`src/design/modbus_rtu_read_response_parser_assert.svh`:
```
// ----------------------------------------------------------------------------
// Assertion macros for the Modbus RTU response parser
// Same-cycle and next-cycle implication checks on the parser clock.
// ----------------------------------------------------------------------------
`ifndef MODBUS_RTU_READ_RESPONSE_PARSER_ASSERT_SVH
`define MODBUS_RTU_READ_RESPONSE_PARSER_ASSERT_SVH

// consequent must hold in the same cycle as the antecedent
`define MBRTU_ASSERT_SAME(label, ante, cons) \
   label: assert property (@(posedge clock) disable iff (reset) (ante) |-> (cons)) \
      else $error("modbus parser: same-cycle check failed");

// consequent must hold in the cycle after the antecedent
`define MBRTU_ASSERT_NEXT(label, ante, cons) \
   label: assert property (@(posedge clock) disable iff (reset) (ante) |=> (cons)) \
      else $error("modbus parser: next-cycle check failed");

`endif

```
`src/design/mbrtu_pkg.sv`:
```
// ----------------------------------------------------------------------------
// mbrtu_pkg
// Types and constants shared by the Modbus RTU response parser modules.
// ----------------------------------------------------------------------------
package mbrtu_pkg;

   typedef enum logic [6:0] {
      PH_IDLE    = 7'b0000001,
      PH_FUNC    = 7'b0000010,
      PH_COUNT   = 7'b0000100,
      PH_PAYLOAD = 7'b0001000,
      PH_CRC_LO  = 7'b0010000,
      PH_CRC_HI  = 7'b0100000,
      PH_REJECT  = 7'b1000000
   } phase_type;

   typedef enum logic [2:0] {
      CTL_READY   = 3'b001,
      CTL_HDR_ERR = 3'b010,
      CTL_EMIT    = 3'b100
   } ctl_type;

   typedef struct packed {
      logic init;     // restart from the initial value with this byte
      logic advance;  // fold this byte into the running value
   } crc_ctrl_type;

   localparam logic [1:0] STATUS_VALUE  = 2'd0;
   localparam logic [1:0] STATUS_HEADER = 2'd1;
   localparam logic [1:0] STATUS_CRC    = 2'd2;
   localparam logic [1:0] STATUS_CUT    = 2'd3;

   localparam logic [0:0] CSR_SLAVE_ADDRESS  = 1'b0;
   localparam logic [0:0] CSR_REGISTER_COUNT = 1'b1;

   localparam logic [7:0]  SLAVE_ADDRESS_RST  = 8'd80;
   localparam logic [3:0]  REGISTER_COUNT_RST = 4'd12;
   localparam logic [7:0]  FUNC_READ_HOLDING  = 8'h03;
   localparam logic [15:0] CRC_INIT           = 16'hFFFF;
   localparam logic [15:0] CRC_POLY           = 16'hA001;

endpackage

```
`src/design/mbrtu_crc.sv`:
```
// ----------------------------------------------------------------------------
// mbrtu_crc
// CRC-16/Modbus accumulator, one byte per cycle, reflected polynomial.
// ----------------------------------------------------------------------------
module mbrtu_crc
   import mbrtu_pkg::*;
(
   input  logic         clock,
   input  logic         reset,
   input  crc_ctrl_type ctrl,
   input  logic [7:0]   data,
   output logic [15:0]  crc
);

   logic [15:0] crc_ff;
   logic [15:0] crc_in;

   function automatic logic [15:0] crc_byte(input logic [15:0] c, input logic [7:0] b);
      logic [15:0] x;
      x = c ^ {8'h00, b};
      for (int i = 0; i < 8; i++) begin
         x = x[0] ? ((x >> 1) ^ CRC_POLY) : (x >> 1);
      end
      return x;
   endfunction

   always_comb begin
      crc_in = crc_ff;
      if (ctrl.init) begin
         crc_in = crc_byte(CRC_INIT, data);
      end else if (ctrl.advance) begin
         crc_in = crc_byte(crc_ff, data);
      end
   end

   always_ff @(posedge clock) begin
      if (reset) begin
         crc_ff <= CRC_INIT;
      end else begin
         crc_ff <= crc_in;
      end
   end

   assign crc = crc_ff;

endmodule

```
`src/design/modbus_rtu_read_response_parser.sv`:
```
// ----------------------------------------------------------------------------
// modbus_rtu_read_response_parser
// Checks a read-holding-registers response byte by byte and reads out the
// stored register words once the CRC trailer matches.
// Throughput: one byte per cycle while busy is low; busy stays low while bytes are parsed.
// A trailer match reads the register store through its single read port:
// each word is read in the emit state and registered, one per cycle, busy high.
// A cut-short frame that also fails the address gives two results, header error last.
// Synchronous reset: parser idle, CRC all ones, config at its reset values.
// ----------------------------------------------------------------------------
`include "modbus_rtu_read_response_parser_assert.svh"

module modbus_rtu_read_response_parser
   import mbrtu_pkg::*;
#(
   parameter int MAX_REGS = 12
)
(
   input  logic               clock,
   input  logic               reset,
   // byte input
   input  logic               start,
   output logic               busy,
   input  logic [7:0]         req_rx_byte,
   input  logic               req_frame_start,
   // results
   output logic               rsp_valid,
   output logic [1:0]         rsp_status,
   output logic [3:0]         rsp_reg_index,
   output logic signed [15:0] rsp_reg_value,
   output logic               rsp_last,
   // configuration
   input  logic               csr_valid,
   output logic               csr_ready,
   input  logic [0:0]         csr_index,
   input  logic [7:0]         csr_wdata
);

   localparam int IDXW = (MAX_REGS > 1) ? $clog2(MAX_REGS) : 1;

   logic [7:0]  slave_addr_ff;
   logic [3:0]  reg_count_ff;

   phase_type   phase_ff, phase_in;
   ctl_type     ctl_ff, ctl_in;
   logic [4:0]  pos_ff, pos_in;
   logic [3:0]  frame_regs_ff, frame_regs_in;
   logic [3:0]  emit_idx_ff, emit_idx_in;
   logic [7:0]  high_hold_ff;
   logic [7:0]  crc_lo_ff;
   logic        high_hold_we, crc_lo_we;

   logic        rsp_valid_ff, rsp_valid_in;
   logic [1:0]  rsp_status_ff, rsp_status_in;
   logic [3:0]  rsp_index_ff, rsp_index_in;
   logic        rsp_last_ff, rsp_last_in;
   logic        rsp_mem_ff, rsp_mem_in;

   logic [15:0]     reg_store_ff [MAX_REGS];
   logic [15:0]     mem_q_ff;
   logic            mem_we, mem_re;
   logic [IDXW-1:0] mem_waddr, mem_raddr;

   crc_ctrl_type crc_ctrl;
   logic [15:0]  crc_value;

   logic        cut_short, addr_ok, count_ok, word_ok, emit_last;
   logic [4:0]  pos_next;

   mbrtu_crc u_crc (
      .clock (clock),
      .reset (reset),
      .ctrl  (crc_ctrl),
      .data  (req_rx_byte),
      .crc   (crc_value)
   );

   assign busy      = (ctl_ff != CTL_READY);
   assign csr_ready = 1'b1;

   assign cut_short = (phase_ff != PH_IDLE) && (phase_ff != PH_REJECT);
   assign addr_ok   = (req_rx_byte == slave_addr_ff);
   assign count_ok  = (reg_count_ff != 4'd0) && (32'(reg_count_ff) <= 32'(MAX_REGS))
                      && (req_rx_byte == {3'b000, reg_count_ff, 1'b0});
   assign word_ok   = (32'(pos_ff[4:1]) < 32'(MAX_REGS));
   assign pos_next  = pos_ff + 5'd1;
   assign emit_last = (emit_idx_ff == (frame_regs_ff - 4'd1));
   assign mem_waddr = IDXW'(pos_ff[4:1]);
   assign mem_raddr = IDXW'(emit_idx_ff);

   always_comb begin
      phase_in      = phase_ff;
      ctl_in        = ctl_ff;
      pos_in        = pos_ff;
      frame_regs_in = frame_regs_ff;
      emit_idx_in   = emit_idx_ff;
      high_hold_we  = 1'b0;
      crc_lo_we     = 1'b0;
      mem_we        = 1'b0;
      mem_re        = 1'b0;
      crc_ctrl      = '0;
      rsp_valid_in  = 1'b0;
      rsp_status_in = STATUS_VALUE;
      rsp_index_in  = 4'd0;
      rsp_last_in   = 1'b0;
      rsp_mem_in    = 1'b0;

      unique case (ctl_ff)
         CTL_READY: begin
            if (start) begin
               if (req_frame_start) begin
                  crc_ctrl.init = 1'b1;
                  pos_in        = 5'd0;
                  phase_in      = addr_ok ? PH_FUNC : PH_REJECT;
                  if (cut_short) begin
                     rsp_valid_in  = 1'b1;
                     rsp_status_in = STATUS_CUT;
                     rsp_last_in   = addr_ok;
                     // header error goes out from the CTL_HDR_ERR state, after the cut-short result
                     if (!addr_ok) ctl_in = CTL_HDR_ERR;
                  end else if (!addr_ok) begin
                     rsp_valid_in  = 1'b1;
                     rsp_status_in = STATUS_HEADER;
                     rsp_last_in   = 1'b1;
                  end
               end else begin
                  unique case (phase_ff)
                     PH_FUNC: begin
                        crc_ctrl.advance = 1'b1;
                        if (req_rx_byte == FUNC_READ_HOLDING) begin
                           phase_in = PH_COUNT;
                        end else begin
                           phase_in      = PH_REJECT;
                           rsp_valid_in  = 1'b1;
                           rsp_status_in = STATUS_HEADER;
                           rsp_last_in   = 1'b1;
                        end
                     end
                     PH_COUNT: begin
                        crc_ctrl.advance = 1'b1;
                        if (count_ok) begin
                           frame_regs_in = reg_count_ff;
                           pos_in        = 5'd0;
                           phase_in      = PH_PAYLOAD;
                        end else begin
                           phase_in      = PH_REJECT;
                           rsp_valid_in  = 1'b1;
                           rsp_status_in = STATUS_HEADER;
                           rsp_last_in   = 1'b1;
                        end
                     end
                     PH_PAYLOAD: begin
                        crc_ctrl.advance = 1'b1;
                        if (!pos_ff[0]) begin
                           high_hold_we = 1'b1;
                        end else if (word_ok) begin
                           mem_we = 1'b1;
                        end
                        pos_in = pos_next;
                        if (pos_next >= {frame_regs_ff, 1'b0}) phase_in = PH_CRC_LO;
                     end
                     PH_CRC_LO: begin
                        crc_lo_we = 1'b1;
                        phase_in  = PH_CRC_HI;
                     end
                     PH_CRC_HI: begin
                        phase_in = PH_IDLE;
                        if ({req_rx_byte, crc_lo_ff} == crc_value) begin
                           ctl_in      = CTL_EMIT;
                           emit_idx_in = 4'd0;
                        end else begin
                           rsp_valid_in  = 1'b1;
                           rsp_status_in = STATUS_CRC;
                           rsp_last_in   = 1'b1;
                        end
                     end
                     PH_IDLE, PH_REJECT: begin
                     end
                     default: phase_in = PH_IDLE;
                  endcase
               end
            end
         end
         CTL_HDR_ERR: begin
            rsp_valid_in  = 1'b1;
            rsp_status_in = STATUS_HEADER;
            rsp_last_in   = 1'b1;
            ctl_in        = CTL_READY;
         end
         CTL_EMIT: begin
            // read one stored word per cycle; data lands with the strobe
            mem_re        = 1'b1;
            rsp_valid_in  = 1'b1;
            rsp_status_in = STATUS_VALUE;
            rsp_index_in  = emit_idx_ff;
            rsp_mem_in    = 1'b1;
            rsp_last_in   = emit_last;
            emit_idx_in   = emit_idx_ff + 4'd1;
            if (emit_last) ctl_in = CTL_READY;
         end
         default: ctl_in = CTL_READY;
      endcase
   end

   always_ff @(posedge clock) begin
      if (reset) begin
         slave_addr_ff <= SLAVE_ADDRESS_RST;
         reg_count_ff  <= REGISTER_COUNT_RST;
      end else if (csr_valid && csr_ready) begin
         unique case (csr_index)
            CSR_SLAVE_ADDRESS:  slave_addr_ff <= csr_wdata;
            CSR_REGISTER_COUNT: reg_count_ff  <= csr_wdata[3:0];
         endcase
      end
   end

   always_ff @(posedge clock) begin
      if (reset) begin
         phase_ff      <= PH_IDLE;
         ctl_ff        <= CTL_READY;
         pos_ff        <= 5'd0;
         frame_regs_ff <= 4'd0;
         emit_idx_ff   <= 4'd0;
         rsp_valid_ff  <= 1'b0;
         rsp_status_ff <= STATUS_VALUE;
         rsp_index_ff  <= 4'd0;
         rsp_last_ff   <= 1'b0;
         rsp_mem_ff    <= 1'b0;
      end else begin
         phase_ff      <= phase_in;
         ctl_ff        <= ctl_in;
         pos_ff        <= pos_in;
         frame_regs_ff <= frame_regs_in;
         emit_idx_ff   <= emit_idx_in;
         rsp_valid_ff  <= rsp_valid_in;
         rsp_status_ff <= rsp_status_in;
         rsp_index_ff  <= rsp_index_in;
         rsp_last_ff   <= rsp_last_in;
         rsp_mem_ff    <= rsp_mem_in;
      end
   end

   always_ff @(posedge clock) begin
      if (high_hold_we) high_hold_ff <= req_rx_byte;
      if (crc_lo_we)    crc_lo_ff    <= req_rx_byte;
   end

   // register store: written during the payload, read only after the trailer
   always_ff @(posedge clock) begin
      if (mem_we) reg_store_ff[mem_waddr] <= {high_hold_ff, req_rx_byte};
      if (mem_re) mem_q_ff <= reg_store_ff[mem_raddr];
   end

   assign rsp_valid     = rsp_valid_ff;
   assign rsp_status    = rsp_status_ff;
   assign rsp_reg_index = rsp_index_ff;
   assign rsp_last      = rsp_last_ff;
   assign rsp_reg_value = rsp_mem_ff ? signed'(mem_q_ff) : 16'sd0;

   `MBRTU_ASSERT_NEXT(a_hdr_err_follows, ctl_ff == CTL_HDR_ERR, rsp_valid && rsp_last && rsp_status == STATUS_HEADER)
   `MBRTU_ASSERT_NEXT(a_emit_strobes, ctl_ff == CTL_EMIT, rsp_valid && rsp_status == STATUS_VALUE)
   `MBRTU_ASSERT_SAME(a_err_zero, rsp_valid && rsp_status != STATUS_VALUE, rsp_reg_value == 16'sd0 && rsp_reg_index == 4'd0)
   `MBRTU_ASSERT_SAME(a_more_busy, rsp_valid && !rsp_last, busy)

endmodule
```
`config.mk`:
```
export PLATFORM = sky130hd
export DESIGN_NAME = modbus_rtu_read_response_parser
export DESIGN_NICKNAME = d
export VERILOG_FILES = /design/src/design/mbrtu_pkg.sv /design/src/design/mbrtu_crc.sv /design/src/design/modbus_rtu_read_response_parser.sv
export VERILOG_INCLUDE_DIRS = /design/src /design/src/design
export SDC_FILE = /design/constraint.sdc
export NUM_CORES = 1
export LEC_CHECK = 0
export ABC_AREA = 1
export BUFFER_PORTS_ARGS = -buffer_cell sky130_fd_sc_hd__buf_2
export CAP_MARGIN = 20
export CORE_MARGIN = 2
export CORE_UTILIZATION = 50
export CTS_BUF_LIST = sky130_fd_sc_hd__clkbuf_16
export DETAILED_ROUTE_END_ITERATION = 8
export PLACE_DENSITY = 0.75
export SLEW_MARGIN = 10
export SYNTH_ARGS = -nofsm -noshare
export SYNTH_HDL_FRONTEND = slang
export SYNTH_SLANG_ARGS = --single-unit
```
`constraint.sdc`:
```
create_clock -name clock -period 4 [get_ports clock]
set_clock_uncertainty 0.05 [all_clocks]
set_input_delay 0.4 -clock clock [delete_from_list [all_inputs] [get_ports clock]]
set_output_delay 0.4 -clock clock [all_outputs]
set_load 0.1 [all_outputs]
```
# ---- After elaboration in Yosys (flattened, before gate mapping)
# Memory sizes are Yosys's and may differ from the RTL's. A register that Yosys moved wholly into a read port is not among the register bits.
# Cells that the tools add are included.
dict set report word_totals {
  reg_bits 76
  mem_bits_rw 192
  in_bits 22
  output_inout_bits 26
  wordCells 177
  n_memories 1
}
dict set report op_classes {
  addsub 3
  magnitude_cmp 3
  eq_ne 30
  muxes 86
  bitwise 21
  reduce_logical 18
}
# memory depth word_bits read_ports rd_clocked_by_memory_dff write_ports line
set memory_table {}
lappend memory_table {reg_store_ff 12 16 1 1 1 modbus_rtu_read_response_parser.sv:59} ;# logic [15:0] reg_store_ff [MAX_REGS];
# op n
set op_table {}
lappend op_table {{2-to-1 mux 16 bit} 19}
lappend op_table {{NOT 2 -> 3 bit} 16}
lappend op_table {{2-to-1 mux 7 bit} 5}
lappend op_table {{case mux 7 bit (5 select lines)} 1}
lappend op_table {{2-to-1 mux 1 bit} 34}
lappend op_table {{2-to-1 mux 3 bit} 7}
lappend op_table {{== test 16 bit} 1}
lappend op_table {{2-to-1 mux 4 bit} 4}
lappend op_table {{NOT 8 -> 16 bit} 1}
lappend op_table {{XOR 16 x 8 -> 16 bit} 1}
lappend op_table {{!= test 3 bit (second input constant)} 5}
lappend op_table {{2-to-1 mux 2 bit} 6}
lappend op_table {{2-to-1 mux 5 bit} 2}
lappend op_table {{!= test 2 bit (second input constant)} 5}
lappend op_table {{case mux 5 bit (2 select lines)} 1}
lappend op_table {{AND reduction 5 bit} 2}
lappend op_table {{== test 8 x 2 -> 1 bit (second input constant)} 1}
lappend op_table {{== test 8 x 5 -> 1 bit} 1}
lappend op_table {{== test 8 bit} 1}
lappend op_table {{case mux 4 bit (2 select lines)} 1}
lappend op_table {{AND reduction 4 bit} 2}
lappend op_table {{== test 7 x 1 -> 1 bit (second input constant)} 1}
lappend op_table {{== test 7 x 2 -> 1 bit (second input constant)} 1}
lappend op_table {{== test 7 x 3 -> 1 bit (second input constant)} 1}
lappend op_table {{other kinds (33)} 42}

# ---- Depth between registers and ports, before layout
dict set report depth {
  ltp_word 19
  depth_mapped 17
  depth_no_buf 16
}

# ---- Modules after synthesis
# From an unflattened synthesis, not the netlist that was laid out.
dict set report hier_totals {
  cells_unflattened 1283
  area_unflattened_um2 12534.5
}
# mod n_inst cells_per_inst area_each_um2 seq_area_each_um2
set modules_own_cells {}
lappend modules_own_cells {modbus_rtu_read_response_parser 1 1100 11421.0 7607.3}
lappend modules_own_cells {mbrtu_crc 1 183 1113.6 320.3}

# ---- Worst setup path before layout
# OpenSTA, ideal clock, no wires.
dict set report synth_path {
  path_type {register to register}
  from {reg phase_ff[6]}
  to {mem reg_store_ff[5][0] (enable)}
  arrival_time_ns 2.449
  t_required_ns 3.541
  slack_ns 1.091
  path_stages_with_launch 9
  n_path_buf 0
  synth_period_minus_slack_ns 2.909
  path_cell_list {dfxtp_1 nor3_4 nand4_2 or2_4 inv_2 nand3_2 nor2_2 nand2_1 nor3_1}
}
dict set report synth_via {
  elab_chain_len 7
}
# item line
set synth_lines {}
lappend synth_lines {{from (decl)} modbus_rtu_read_response_parser.sv:44} ;# phase_type phase_ff, phase_in;
lappend synth_lines {{from (signal assigned)} modbus_rtu_read_response_parser.sv:230} ;# phase_ff <= phase_in;
lappend synth_lines {{== test 7 x 4 -> 1 bit} modbus_rtu_read_response_parser.sv:127} ;# unique case (phase_ff)
lappend synth_lines {{2-to-1 mux 1 bit} modbus_rtu_read_response_parser.sv:127}
lappend synth_lines {{2-to-1 mux 1 bit} modbus_rtu_read_response_parser.sv:111} ;# if (req_frame_start) begin
lappend synth_lines {{2-to-1 mux 1 bit} modbus_rtu_read_response_parser.sv:110} ;# if (start) begin
lappend synth_lines {{2-to-1 mux 1 bit} modbus_rtu_read_response_parser.sv:108} ;# unique case (ctl_ff)
lappend synth_lines {{2-to-1 mux 1 bit} modbus_rtu_read_response_parser.sv:250} ;# if (mem_we) reg_store_ff[mem_waddr] <= {high_hold_ff, req_rx_byte};
lappend synth_lines {{2-to-1 mux 1 bit (implied by the code)} modbus_rtu_read_response_parser.sv:250}
lappend synth_lines {{to (decl)} modbus_rtu_read_response_parser.sv:59}
# No other way between the ends.

# ---- Final worst setup path
dict set report layout_path {
  from {reg phase_ff[6]}
  to {mem reg_store_ff[11][11] (enable)}
}
# The elaborated chain is that of the path after synthesis.

==> impl_metrics.ini <==
[logic_synthesis]
seq_area_frac_synth_pct = 64.19
synth_warnings = 0
avgSynthCellArea_um2 = 10.28
yosysUniqueCellTypes = 43
synth_area_leaders = edfxtp_1 (54%), dfxtp_1 (9.7%), nor2_1 (6.1%)
synth_top_area_cell = edfxtp_1
yosys_register_bits = 284
synth_nets = 1235
synthCells = 1201
netlist_area_um2 = 12350
synth_top_area_share_pct = 54.46

[route]
vias = 8965
route.detailed.drc = 0
vias_per_cell = 5.670
wirelength_um = 30050
first_pass_iters = 6
routedWlPerCell_um = 19.01
ant_nets = 0
drt-initial-drc-count = 974

[global_route]
antenna_found_initial = 0
grt_use_total_pct = 23.07
grt_pass1_vias = 8449
grt_pass1_wl_um = 46820
grt.overflow.total = 0
grt_max_degree = 106

[setup_path]
worstReg2RegEnd = reg_store_ff[11][11]
critPathMaxFanout = 16
crit_slowest_cell = nor2_2
critPathTopFamily = simple AND/OR/NAND/NOR gates
critical_path_class = flip-flop to flip-flop
required_ps = 4130
crit_path_start_kind = flip-flop
cp.arrival_ps = 2900
critPathBufInv = 1
worstRegToRegCells = 7
crit_chain = nor3_4, nand4_2, or2_4, inv_2, nand3_2, nand3b_1, nor2_2
worst-r2r-setup-slack_ps = 1230
critPathCaptureType = flip-flop
critPathMaxStageDelay_ps = 760
r2r-start = phase_ff[6]

[place]
placed_cell_area_um2 = 12910
routabilityCongestion = 0.9131
port_buffers = 46
place_hpwl_um = 19210

[worst_hold_path]
hold_class = primary input to flip-flop
holdPathStages = 3
hp-start = csr_wdata[6]
hold_end = slave_addr_ff[6]

[floorplan]
die_h_um = 161.2
die_x_um = 161.2
core_um2 = 24320
die_area_um2 = 25970
start_util_pct = 50.78
std_cell_rows = 57
io_pins = 48

[clock_tree]
postCtsSetupRepairBufs = 0
cts_buffer_depth = 3
clk_latency_ps = 550
cts.clk_slew.worst_paths_ps = 60
ctsResizeCount = 0
clkSinkCount = 284
cts_tree = built
cts-root-buf = clkbuf_16
cts_buffers = 29
cts_hold_buf = 0
htreeDepth = 1

[timing]
slew_headroom_pct = 29.14
fin_crit_sh_pct = 69.13
period_needed_ps = 2765
max_clock_freq_mhz = 361.7
slew_viol_final = 0
hold_viol_final = 0
tightest_slew_ps = 1063
setup_viol_count_final = 0
rsz0062_at_grt = no
tns_ps = 0

[pwr]
ir_drop_v = 0.0004266
power.density_nw_per_um2 = 513.2
static-leakage-power_nw = 5.303

[final_layout]
drive_above_1_share_pct = 10.90
final_common_cell = edfxtp_1
area_growth_pct = 11.52
layout_common_cells = edfxtp_1 (224), nor2_1 (195), nand2_1 (181), o21ai_0 (126), inv_1 (96)
n_antenna_cell = 0
final_net_count = 1268
stdcell_area_um2 = 13770

[status]
outcome = completed

[run]
drv_cap = 0
[final cells by class]
type	count	area, um2
clock buffer	29	725.7
clock inverter	25	141.4
fill	2017	10550
inverter	95	356.6
multi-input combinational	760	3849
sequential	284	7930
tap	324	405.4
timing repair buffer	64	365.4
[per-stage QoR]
stage                     util, %  cells  hold slack, ps  setup slack, ps  power [mW]
after floorplan                 -   1201           391.2             1091       4.368
after global placement      53.07   1527           410.8             1372       4.626
after detailed placement    53.07   1527           417.0             1300       4.651
after CTS                   56.63   1581           2.712             1294       7.091
after global routing        56.63   1581           13.89             1143       7.363
final                       56.63   1581           19.40             1235       7.069
[worst min-delay path: cells and delay by family]
kind	cells	cell delay, ps
buf+inv	1	70
simple gates	2	110
[synthesized netlist by cell type, drive strengths merged]
master,instances
buf,24
nand4,13
ha,12
inv,92
a211oi,19
clkinv,3
nor4,1
o211ai,12
nand3,48
dfxtp,60
xor2,20
nand3b,4
conb,1
clkbuf,38
o311ai,1
a21boi,1
nor3,14
o21a,1
o221ai,5
o21ai,126
edfxtp,224
xnor2,18
nand2,183
a21oi,41
nor2,204
a31oi,12
o22ai,19
or2,4
o31ai,1
[kinds of logic (layout without fill, tap and decap cells)]
logic type	after synthesis	in the layout	share of synthesized area (%)
XOR/XNOR	38	38	2.695
buffers and inverters	157	213	5.055
AND/OR/NAND/NOR	471	471	15.91
flip-flops	284	284	64.19
AO/OA/AOI/OAI	238	238	10.91
other	1	1	0.03036
adder cells (fa/ha/maj)	12	12	1.216
[state kept, by name, indices dropped and copies added, names as in the netlist, 3 cells and up]
name,cells
crc_lo_ff,8
ctl_ff,3
emit_idx_ff,4
frame_regs_ff,4
high_hold_ff,8
mem_q_ff,16
phase_ff,7
pos_ff,5
reg_count_ff,4
reg_store_ff,192
rsp_reg_index,4
slave_addr_ff,8
u_crc.crc,16
[how the worst max path moves through the flow]
| stage | end | cells after the start | from |
|---|---|---|---|
| after global placement | reg_store_ff[11][7] | 7 | phase_ff[6] |
| after global routing | reg_store_ff[11][1] | 7 | phase_ff[6] |
| after detailed placement | reg_store_ff[11][6] | 7 | phase_ff[6] |
| after CTS | reg_store_ff[11][1] | 7 | phase_ff[6] |
| final | reg_store_ff[11][11] | 7 | phase_ff[6] |
| after floorplan | reg_store_ff[5][0] | 8 | phase_ff[6] |
[power breakdown]
part           internal (mW)  switching, mW
combinational          0.342          0.861
sequential              3.28          0.121
clock                   1.33           1.13
total                   4.96           2.11
[layer usage]
| layer | vias to the layer above | share of wire (%) | GRT usage, % |
|---|---|---|---|
| li1 | 4211 | - | - |
| met5 | - | 0 | 0 |
| met1 | 4212 | 41 | 31.68 |
| met4 | 0 | 3.6 | 8.239 |
| met3 | 67 | 9.3 | 3.903 |
| met2 | 475 | 47 | 37.40 |
(Power assumes the default switching activity.)
